--- src/cera_pkg.sv ---
// Shared types and codes for the contiguous endpoint range allocator.
package cera_pkg;

  typedef enum logic [1:0] {
    ACT_FIND  = 2'd0,
    ACT_CHECK = 2'd1,
    ACT_ALLOC = 2'd2,
    ACT_FREE  = 2'd3
  } action_t;

  typedef enum logic [1:0] {
    ST_OK        = 2'd0,
    ST_BEYOND    = 2'd1,
    ST_NOT_ALLOC = 2'd2
  } status_t;

  typedef enum logic {
    S_IDLE = 1'b0,
    S_SCAN = 1'b1
  } state_t;

  typedef struct packed {
    action_t    action;
    logic [5:0] first_entry;
    logic [6:0] run_length;
  } req_t;

  typedef struct packed {
    logic [6:0] start_index;
    logic       range_ok;
    status_t    status;
  } resp_t;

endpackage

--- src/cera_cell.sv ---
// One occupancy bit of the rotating endpoint map.
module cera_cell #(
  parameter logic RESET_VAL = 1'b0
) (
  input  logic clk,
  input  logic rst,
  input  logic shift,
  input  logic d,
  output logic q
);

  always_ff @(posedge clk) begin
    if (rst) begin
      q <= RESET_VAL;
    end else if (shift) begin
      q <= d;
    end
  end

endmodule

--- src/contiguous_endpoint_range_allocator.sv ---
// Top level: rotating ring of occupancy cells with a bit-serial scan controller.
// A scanned request gives done after a full turn of the ring; a check, allocate
// or free whose range passes the end of the map answers in the next cycle. A new
// request is taken only while no scan runs, as the scan uses the single head cell
// the ring rotates past the controller; results cannot be stalled by the receiver.
// Reset: the low RESERVED_ENTRIES endpoints read used, all others free, block idle.
module contiguous_endpoint_range_allocator #(
  parameter int ENTRIES          = 64,
  parameter int RESERVED_ENTRIES = 4
) (
  input  logic           clk,
  input  logic           rst,
  input  logic           start,
  output logic           busy,
  input  cera_pkg::req_t req,
  output logic           done,
  output cera_pkg::resp_t resp
);

  import cera_pkg::*;

  localparam int PW = $clog2(ENTRIES);
  localparam int CW = $clog2(ENTRIES + 1);
  localparam int LW = ((CW > 7) ? CW : 7) + 1;

  logic [ENTRIES-1:0] occ;
  logic               head;
  logic               head_next;
  logic               shift;

  state_t        state, state_next;
  logic [PW-1:0] pos, pos_next;
  req_t          op, op_next;
  logic [CW-1:0] run_cnt, run_cnt_next;
  logic [PW-1:0] base, base_next;
  logic [PW-1:0] idx, idx_next;
  logic          found, found_next;
  logic          ok, ok_next;
  logic          unalloc, unalloc_next;
  logic          done_next;
  resp_t         resp_next;

  logic          accept;
  logic          beyond;
  logic          in_range;
  logic          last;

  assign head   = occ[0];
  assign shift  = (state == S_SCAN);
  assign accept = start && !busy;
  assign busy   = (state == S_SCAN);
  assign beyond = (LW'(req.first_entry) + LW'(req.run_length)) > LW'(ENTRIES);
  assign last   = (pos == PW'(ENTRIES - 1));
  assign in_range = (LW'(pos) >= LW'(op.first_entry)) &&
                    (LW'(pos) < (LW'(op.first_entry) + LW'(op.run_length)));

  genvar g;
  generate
    for (g = 0; g < ENTRIES; g++) begin : g_cell
      logic d;
      if (g == ENTRIES - 1) begin : g_tail
        assign d = head_next;
      end else begin : g_mid
        assign d = occ[g+1];
      end
      cera_cell #(
        .RESET_VAL(g < RESERVED_ENTRIES)
      ) u_cell (
        .clk  (clk),
        .rst  (rst),
        .shift(shift),
        .d    (d),
        .q    (occ[g])
      );
    end
  endgenerate

  always_ff @(posedge clk) begin
    if (rst) begin
      state <= S_IDLE;
      done  <= 1'b0;
    end else begin
      state <= state_next;
      done  <= done_next;
    end
    pos     <= pos_next;
    op      <= op_next;
    run_cnt <= run_cnt_next;
    base    <= base_next;
    idx     <= idx_next;
    found   <= found_next;
    ok      <= ok_next;
    unalloc <= unalloc_next;
    resp    <= resp_next;
  end

  always_comb begin
    state_next   = state;
    pos_next     = pos;
    op_next      = op;
    run_cnt_next = run_cnt;
    base_next    = base;
    idx_next     = idx;
    found_next   = found;
    ok_next      = ok;
    unalloc_next = unalloc;
    done_next    = 1'b0;
    resp_next    = resp;
    head_next    = head;

    case (state)
      S_IDLE: begin
        if (accept) begin
          op_next      = req;
          pos_next     = '0;
          run_cnt_next = '0;
          base_next    = '0;
          idx_next     = '0;
          found_next   = 1'b0;
          ok_next      = 1'b1;
          unalloc_next = 1'b0;
          if (req.action != ACT_FIND && beyond) begin
            done_next             = 1'b1;
            resp_next.start_index = {1'b0, req.first_entry};
            resp_next.range_ok    = 1'b0;
            resp_next.status      = ST_BEYOND;
          end else begin
            state_next = S_SCAN;
          end
        end
      end
      S_SCAN: begin
        case (op.action)
          ACT_FIND: begin
            if (!head) begin
              run_cnt_next = run_cnt + CW'(1);
              base_next    = (run_cnt == '0) ? pos : base;
              if (!found && ((LW'(run_cnt) + LW'(1)) >= LW'(op.run_length))) begin
                found_next = 1'b1;
                idx_next   = (run_cnt == '0) ? pos : base;
              end
            end else begin
              run_cnt_next = '0;
            end
          end
          ACT_CHECK: begin
            if (in_range && head) begin
              ok_next = 1'b0;
            end
          end
          ACT_ALLOC: begin
            if (in_range) begin
              head_next = 1'b1;
            end
          end
          ACT_FREE: begin
            if (in_range) begin
              head_next = 1'b0;
              if (!head) begin
                ok_next      = 1'b0;
                unalloc_next = 1'b1;
              end
            end
          end
          default: begin
            head_next = head;
          end
        endcase
        pos_next = pos + PW'(1);
        if (last) begin
          state_next = S_IDLE;
          done_next  = 1'b1;
          if (op.action == ACT_FIND) begin
            resp_next.start_index = found_next ? 7'(idx_next) : 7'(ENTRIES);
            resp_next.range_ok    = found_next;
            resp_next.status      = ST_OK;
          end else begin
            resp_next.start_index = {1'b0, op.first_entry};
            resp_next.range_ok    = ok_next;
            resp_next.status      = unalloc_next ? ST_NOT_ALLOC : ST_OK;
          end
        end
      end
      default: begin
        state_next = S_IDLE;
      end
    endcase
  end

  a_scan_end_done: assert property (@(posedge clk) disable iff (rst)
    $fell(busy) |-> done)
    else $error("scan ended without a result");

  a_scan_starts: assert property (@(posedge clk) disable iff (rst)
    (accept && !(req.action != ACT_FIND && beyond)) |=> busy)
    else $error("in-range request did not start a scan");

  a_beyond_not_ok: assert property (@(posedge clk) disable iff (rst)
    (done && resp.status == ST_BEYOND) |-> !resp.range_ok)
    else $error("out-of-map range reported ok");

  a_ok_clean: assert property (@(posedge clk) disable iff (rst)
    (done && resp.range_ok) |-> (resp.status == ST_OK))
    else $error("ok result carries an error status");

endmodule

--- config.mk ---
export PLATFORM = sky130hd
export DESIGN_NAME = contiguous_endpoint_range_allocator
export DESIGN_NICKNAME = d
export VERILOG_FILES = /design/src/cera_pkg.sv /design/src/cera_cell.sv /design/src/contiguous_endpoint_range_allocator.sv
export SDC_FILE = /design/constraint.sdc
export NUM_CORES = 1
export LEC_CHECK = 0
export BUFFER_PORTS_ARGS = -buffer_cell sky130_fd_sc_hd__buf_2
export CAP_MARGIN = 20
export CORE_MARGIN = 5
export CORE_UTILIZATION = 61
export CTS_CLUSTER_SIZE = 28
export DETAILED_ROUTE_END_ITERATION = 6
export PLACE_DENSITY = 0.83
export SLEW_MARGIN = 20
export SYNTH_ARGS = -nofsm -noshare
export SYNTH_HDL_FRONTEND = slang
export SYNTH_HIERARCHICAL = 1
export SYNTH_SLANG_ARGS = --single-unit
--- constraint.sdc ---
create_clock -name clk -period 5.25 [get_ports clk]
set_input_delay 0.2625 -clock clk [delete_from_list [all_inputs] [get_ports clk]]
set_output_delay 0.2625 -clock clk [all_outputs]
set_load 0.01 [all_outputs]
==> flow_metrics.py, run 1 <==
metrics = {
    "floorplan": {
        "initial_core_util": 0.6168,
        "die_h_um": 106.2,
        "ios": 30,
        "die_w_um": 106.2,
        "die_area_um2": 11280,
        "fp-row-count": 35,
        "coreArea_um2": 9153,
    },
    "yosys": {
        "yosys-top-cells-area": "edfxtp_1 28%, dfxtp_1 23%, mux2i_1 12%",
        "synth_ff_type": "dfxtp_1",
        "ys_warn_count": 6,
        "synth_top_area_frac": 0.2819,
        "synth_cells": 521,
        "synth_edf_count": 53,
        "ys_ff_latch": 119,
        "async_reset_ff_frac": 0,
        "synth_cell_types": 55,
        "synth.most_common_cell": "nor2_1",
        "synth_top_area_cell": "edfxtp_1",
        "netlist_area_um2": 5645,
        "yosysSeqAreaShare": 0.5160,
        "netlist_top_cells_count": "79 x nor2_1, 66 x dfxtp_1, 66 x mux2i_1",
        "synth_nets": 574,
        "syn_area_per_cell_um2": 10.84,
    },
    "global_routing": {
        "antenna_found_initial": 0,
        "track_usage": 0.2367,
        "grt_pass1_wl_mm": 20.78,
        "grt_pass1_vias": 4267,
        "grt_max_degree": 68,
        "overflow": 0,
    },
    "cts": {
        "cts_buffers": 17,
        "cts_tree": "built",
        "cts-root-buf": "clkbuf_8",
        "cts_buffer_depth": 2,
        "cts.repair.resized": 0,
        "cts.sinks": 119,
        "clkTransAtPathRegs_ns": 0.06,
        "clock_latency_ns": 0.51,
        "postCtsSetupBuffers": 0,
        "ctsHtreeMaxLevel": 4,
    },
    "setup_path": {
        "critical_path_peak_fanout": 3,
        "r2r_slack_ns": 2.11,
        "path_class": "flop to flop",
        "arrival_ns": 3.51,
        "worstSetupEndpointType": "flop",
        "rr_startpoint": "op[7]",
        "start_kind": "flop",
        "cp.required_ns": 5.62,
        "reg2reg_depth": 13,
        "r2r_end": "g_cell[63].u_cell/q",
    },
    "job": {
        "maxCapViolCount": 0,
    },
    "min_path": {
        "hold_end": "g_cell[33].u_cell/q",
        "min_path_type": "input port to flop",
        "worstHoldStart": "rst",
        "holdPathStages": 2,
    },
    "route": {
        "first_iter_violations": 439,
        "vias": 4238,
        "first_pass_iters": 5,
        "vias_per_cell": 6.046,
        "drt_wl_total_mm": 12.77,
        "ant_nets": 0,
        "wl_per_cell_um": 18.22,
        "route.detailed.drc": 0,
    },
    "timing": {
        "finalSetupViolCount": 0,
        "finalSetupTns_ns": 0,
        "skew_ns": 0.009866,
        "fmax_mhz": 318.3,
        "period_share": 0.5985,
        "rsz0062_at_grt": "no",
        "period_minus_slack_ns": 3.142,
        "hold_violations": 0,
        "max_slew_margin": 0.3541,
        "slew_viol_final": 0,
        "tightest_slew_ns": 0.9587,
    },
    "status": {
        "outcome": "completed",
    },
    "pwr": {
        "leakagePower_nw": 2.657,
        "cellPowerDensity_nw_per_um2": 377.5,
        "total_power_mw": 2.501,
        "peakVddDrop_uv": 271.2,
    },
    "finish": {
        "drive_gt1_frac": 0.1205,
        "nets": 629,
        "area_growth_pct": 17.38,
        "final_area_um2": 6626,
    },
    "place": {
        "place_area_um2": 5886,
        "io_buffer_count": 29,
        "routabilityCongestion": 0.8798,
        "dp_hpwl_mm": 8.161,
    },
}
report_power, final:
group          switching [mW]  internal [mW]
registers              0.0544           1.02
logic                   0.185          0.133
clock network           0.415          0.692
total                   0.654           1.85
how the worst max path moves through the flow:
| stage | slack [ns] | start | cells after the start | to |
|---|---|---|---|---|
| finish | 2.11 | op[7] | 13 | g_cell[63].u_cell/q |
| global placement | 2.44 | op[7] | 13 | g_cell[63].u_cell/q |
| floorplan | 1.19 | busy | 4 | run_cnt[0] |
| detailed placement | 2.31 | op[0] | 13 | g_cell[63].u_cell/q |
| global route | 1.94 | op[7] | 13 | g_cell[63].u_cell/q |
| CTS | 2.14 | op[0] | 13 | g_cell[63].u_cell/q |
kinds of logic after synthesis:
family                   after synthesis  synth area share
flip-flops                           119            0.5160
XOR/XNOR                              15           0.02327
multiplexers                          66            0.1170
adder cells (fa/ha/maj)               35           0.08023
AND/OR/NAND/NOR                      160            0.1305
AO/OA/AOI/OAI                         89            0.1046
buffers and inverters                 37           0.02837
through the flow:
step | setup WS (ns) | cells | hold slack [ns] | util
final | 2.108 | 701 | 0.2562 | 0.7240
after detailed placement | 2.308 | 652 | 0.4403 | 0.6431
after global routing | 1.941 | 700 | 0.2809 | 0.7237
after floorplan | 1.191 | 521 | 0.3316 | -
after global placement | 2.444 | 652 | 0.4350 | 0.6431
after CTS | 2.144 | 699 | 0.2903 | 0.7229
final cells by class:
class                           instances  area, µm²
Timing Repair Buffer                   47      317.8
Multi-Input combinational cell        365       2572
Antenna cell                            1      2.502
Fill cell                             576       2526
Clock buffer                           23      521.8
Inverter                               26      97.59
Clock inverter                          9      58.81
Tap cell                              111      138.9
Sequential cell                       119       2917
placed cells by master, fill, tap and decap left out, types with 3 or more instances in the layout:
master	instances
a211o_1	7
a211oi_1	3
a21o_1	4
a21oi_1	31
and3_1	6
buf_2	29
buf_4	3
clkbuf_16	20
clkinv_2	4
clkinv_4	3
dfxtp_1	65
dlygate4sd3_1	15
edfxtp_1	53
ha_1	33
inv_1	25
mux2i_1	66
nand2_1	27
nand2b_1	4
nand3_1	11
nor2_1	79
nor2b_1	11
o211ai_1	6
o21ai_0	9
o21ai_1	4
o22ai_1	7
or2_2	3
xnor2_1	8
xor2_1	7
flip-flops by register name, summed over array words and instances (netlist names):
signal	cells
pos	6
done	1
unalloc	1
run_cnt	7
busy	1
ok	1
idx	6
found	1
base	6
resp	10
g_cell.u_cell/q	64
op	15
timing repair:
action,4_1_cts,5_1_grt
hold endpoints to repair,15,0
endpoints found under the setup margin,0,0
hold buffers,15,0
metal layers:
metal / up-vias / GRT usage / wire (µm)
li1: 1991 / - / -
met1: 2020 / 0.2738 / 5078
met2: 175 / 0.4145 / 6530
met3: 52 / 0.05829 / 744
met4: 0 / 0.1045 / 415
met5: - / 0 / 0
critical path, stage by stage, from the launching register on:
cell	delay [ns]
edfxtp_1	0.46
ha_1	0.26
fa_1	0.43
a21oi_2	0.23
o21bai_1	0.10
xnor2_1	0.13
ha_1	0.21
a211oi_1	0.23
o21ai_0	0.12
a21oi_1	0.27
o211ai_1	0.16
mux2i_1	0.16
mux2i_1	0.16
nor2_1	0.07
No activity file was read; power rests on OpenSTA's default activity.
==> run 2, diff against run 1 <==
Settings changed: CORE_UTILIZATION 61 to 55, PLACE_DENSITY 0.83 to 0.79.
Clock period 5.25 ns to 2.8 ns, I/O delays scaled along.
==> flow_metrics.py, run 2 (synthesized netlist as in run 1, its figures left out) <==
metrics = {
    "timing": {
        "period_minus_slack_ns": 2.745,
        "finalSetupViolCount": 0,
        "period_share": 0.9805,
        "rsz0062_at_grt": "yes",
        "max_slew_margin": 0.4555,
        "finalSetupTns_ns": 0,
        "hold_slack_ns": 0.1669,
        "slew_viol_final": 0,
        "fmax_mhz": 364.2,
        "hold_violations": 0,
        "skew_ns": 0.01124,
        "tightest_slew_ns": 0.8168,
    },
    "global_routing": {
        "overflow": 0,
        "grt_pass1_wl_mm": 19.53,
        "grt_pass1_vias": 4138,
        "antenna_found_initial": 0,
        "track_usage": 0.1984,
        "grt_max_degree": 52,
    },
    "setup_path": {
        "path_class": "flop to flop",
        "reg2reg_depth": 12,
        "worstSetupEndpointType": "flop",
        "critical_path_peak_fanout": 3,
        "r2r_slack_ns": 0.05,
        "arrival_ns": 3.12,
        "start_kind": "flop",
        "cp.required_ns": 3.17,
    },
    "cts": {
        "ctsHtreeMaxLevel": 4,
        "cts-root-buf": "clkbuf_8",
        "cts.sinks": 119,
        "clock_latency_ns": 0.52,
        "cts_tree": "built",
        "cts_buffer_depth": 2,
        "cts_buffers": 17,
        "clkTransAtPathRegs_ns": 0.06,
    },
    "job": {
        "maxCapViolCount": 0,
    },
    "finish": {
        "area_growth_pct": 21.28,
        "top_register": "g_cell.u_cell/q",
        "largest_registers": "g_cell.u_cell/q: 64 flops, op: 15 flops, resp: 10 flops",
        "mostFrequentLayoutCell": "nor2_1",
        "final_cell_mix": "79 x nor2_1, 66 x mux2i_1, 65 x dfxtp_1, 53 x edfxtp_1, 32 x ha_1",
        "n_antenna_cell": 0,
        "nets": 644,
        "largest_reg_flops": 64,
        "fin_cells": 740,
        "drive_gt1_frac": 0.1556,
        "postLayoutCoreUtil": 0.6722,
    },
    "floorplan": {
        "die_area_um2": 12390,
        "initial_core_util": 0.5543,
        "die_w_um": 111.3,
        "ios": 30,
        "fp-row-count": 37,
        "die_h_um": 111.3,
        "coreArea_um2": 10180,
    },
    "status": {
        "outcome": "completed",
    },
    "pwr": {
        "total_power_mw": 4.843,
        "peakVddDrop_uv": 571.6,
        "cellPowerDensity_nw_per_um2": 707.3,
        "leakagePower_nw": 2.754,
    },
    "route": {
        "route.detailed.drc": 0,
        "ant_nets": 0,
        "vias_per_cell": 5.569,
        "wl_per_cell_um": 16.14,
        "drt_wl_total_mm": 11.95,
        "first_iter_violations": 275,
        "first_pass_iters": 5,
        "vias": 4121,
    },
    "place": {
        "io_buffer_count": 29,
        "dp_cells": 688,
        "dp_hpwl_mm": 7.915,
        "routabilityCongestion": 0.9136,
    },
    "min_path": {
        "min_path_type": "input port to flop",
        "holdPathStages": 4,
    },
}
-- run 2: cell count changes in the layout (fill, tap and decap cells not counted), moves of 3 or more --
cell      change
buf_4        +14
inv_6         +5
clkbuf_8      +3
clkinv_2      -3
-- run 2: repair_timing --
action,CTS,global route
hold endpoints to repair,16,0
setup buffers,1,4
pin swaps,2,3
endpoints found under the setup margin,4,28
hold buffers,15,0
gates resized for setup,3,4
-- run 2: worst paths after layout --
check                          start             endpoint
hold / removal                 start                 busy
setup reg to reg               op[7]  g_cell[63].u_cell/q
setup / recovery               op[7]  g_cell[63].u_cell/q
hold reg to reg   g_cell[2].u_cell/q   g_cell[1].u_cell/q
-- run 2: metal layers --
metal | track usage | up-vias | wire, µm
met2 | 0.3518 | 102 | 6207
li1 | - | 2011 | -
met1 | 0.2231 | 1977 | 4939
met3 | 0.04531 | 31 | 458
met5 | 0 | - | 0
met4 | 0.1006 | 0 | 341
-- run 2: area by class of cell --
cell class | count | area, µm²
clock inverter | 9 | 96.34
sequential | 119 | 2917
clock buffer | 23 | 530.5
inverter | 26 | 97.59
timing repair buffer | 62 | 442.9
fill | 794 | 3338
multi-input combinational | 365 | 2592
tap | 136 | 170.2
-- run 2: where the power goes --
part | internal, mW | switching, mW | total [mW]
clock network | 1.42 | 0.801 | 2.23
registers | 1.92 | 0.0679 | 1.98
logic | 0.270 | 0.364 | 0.634
-- run 2: critical path, cell delays in order, from the launching register on --
cell and delay [ns]:
edfxtp_1 0.41, ha_2 0.22, fa_2 0.36, a21oi_2 0.16, o21bai_1 0.10, xnor2_1 0.22
ha_1 0.27, o21a_1 0.19, a21oi_2 0.21, o211ai_1 0.12, mux2i_1 0.15, mux2i_1 0.15
nor2_1 0.06
-- run 2: stage by stage --
step / worst slack [ns] / instance area, µm²
global placement: 0.002898 / 6012
floorplan: 0.1550 / 5649
CTS: 0.01246 / 6803
global route: -0.1235 / 6847
detailed placement: -0.05462 / 6012
finish: 0.05452 / 6847
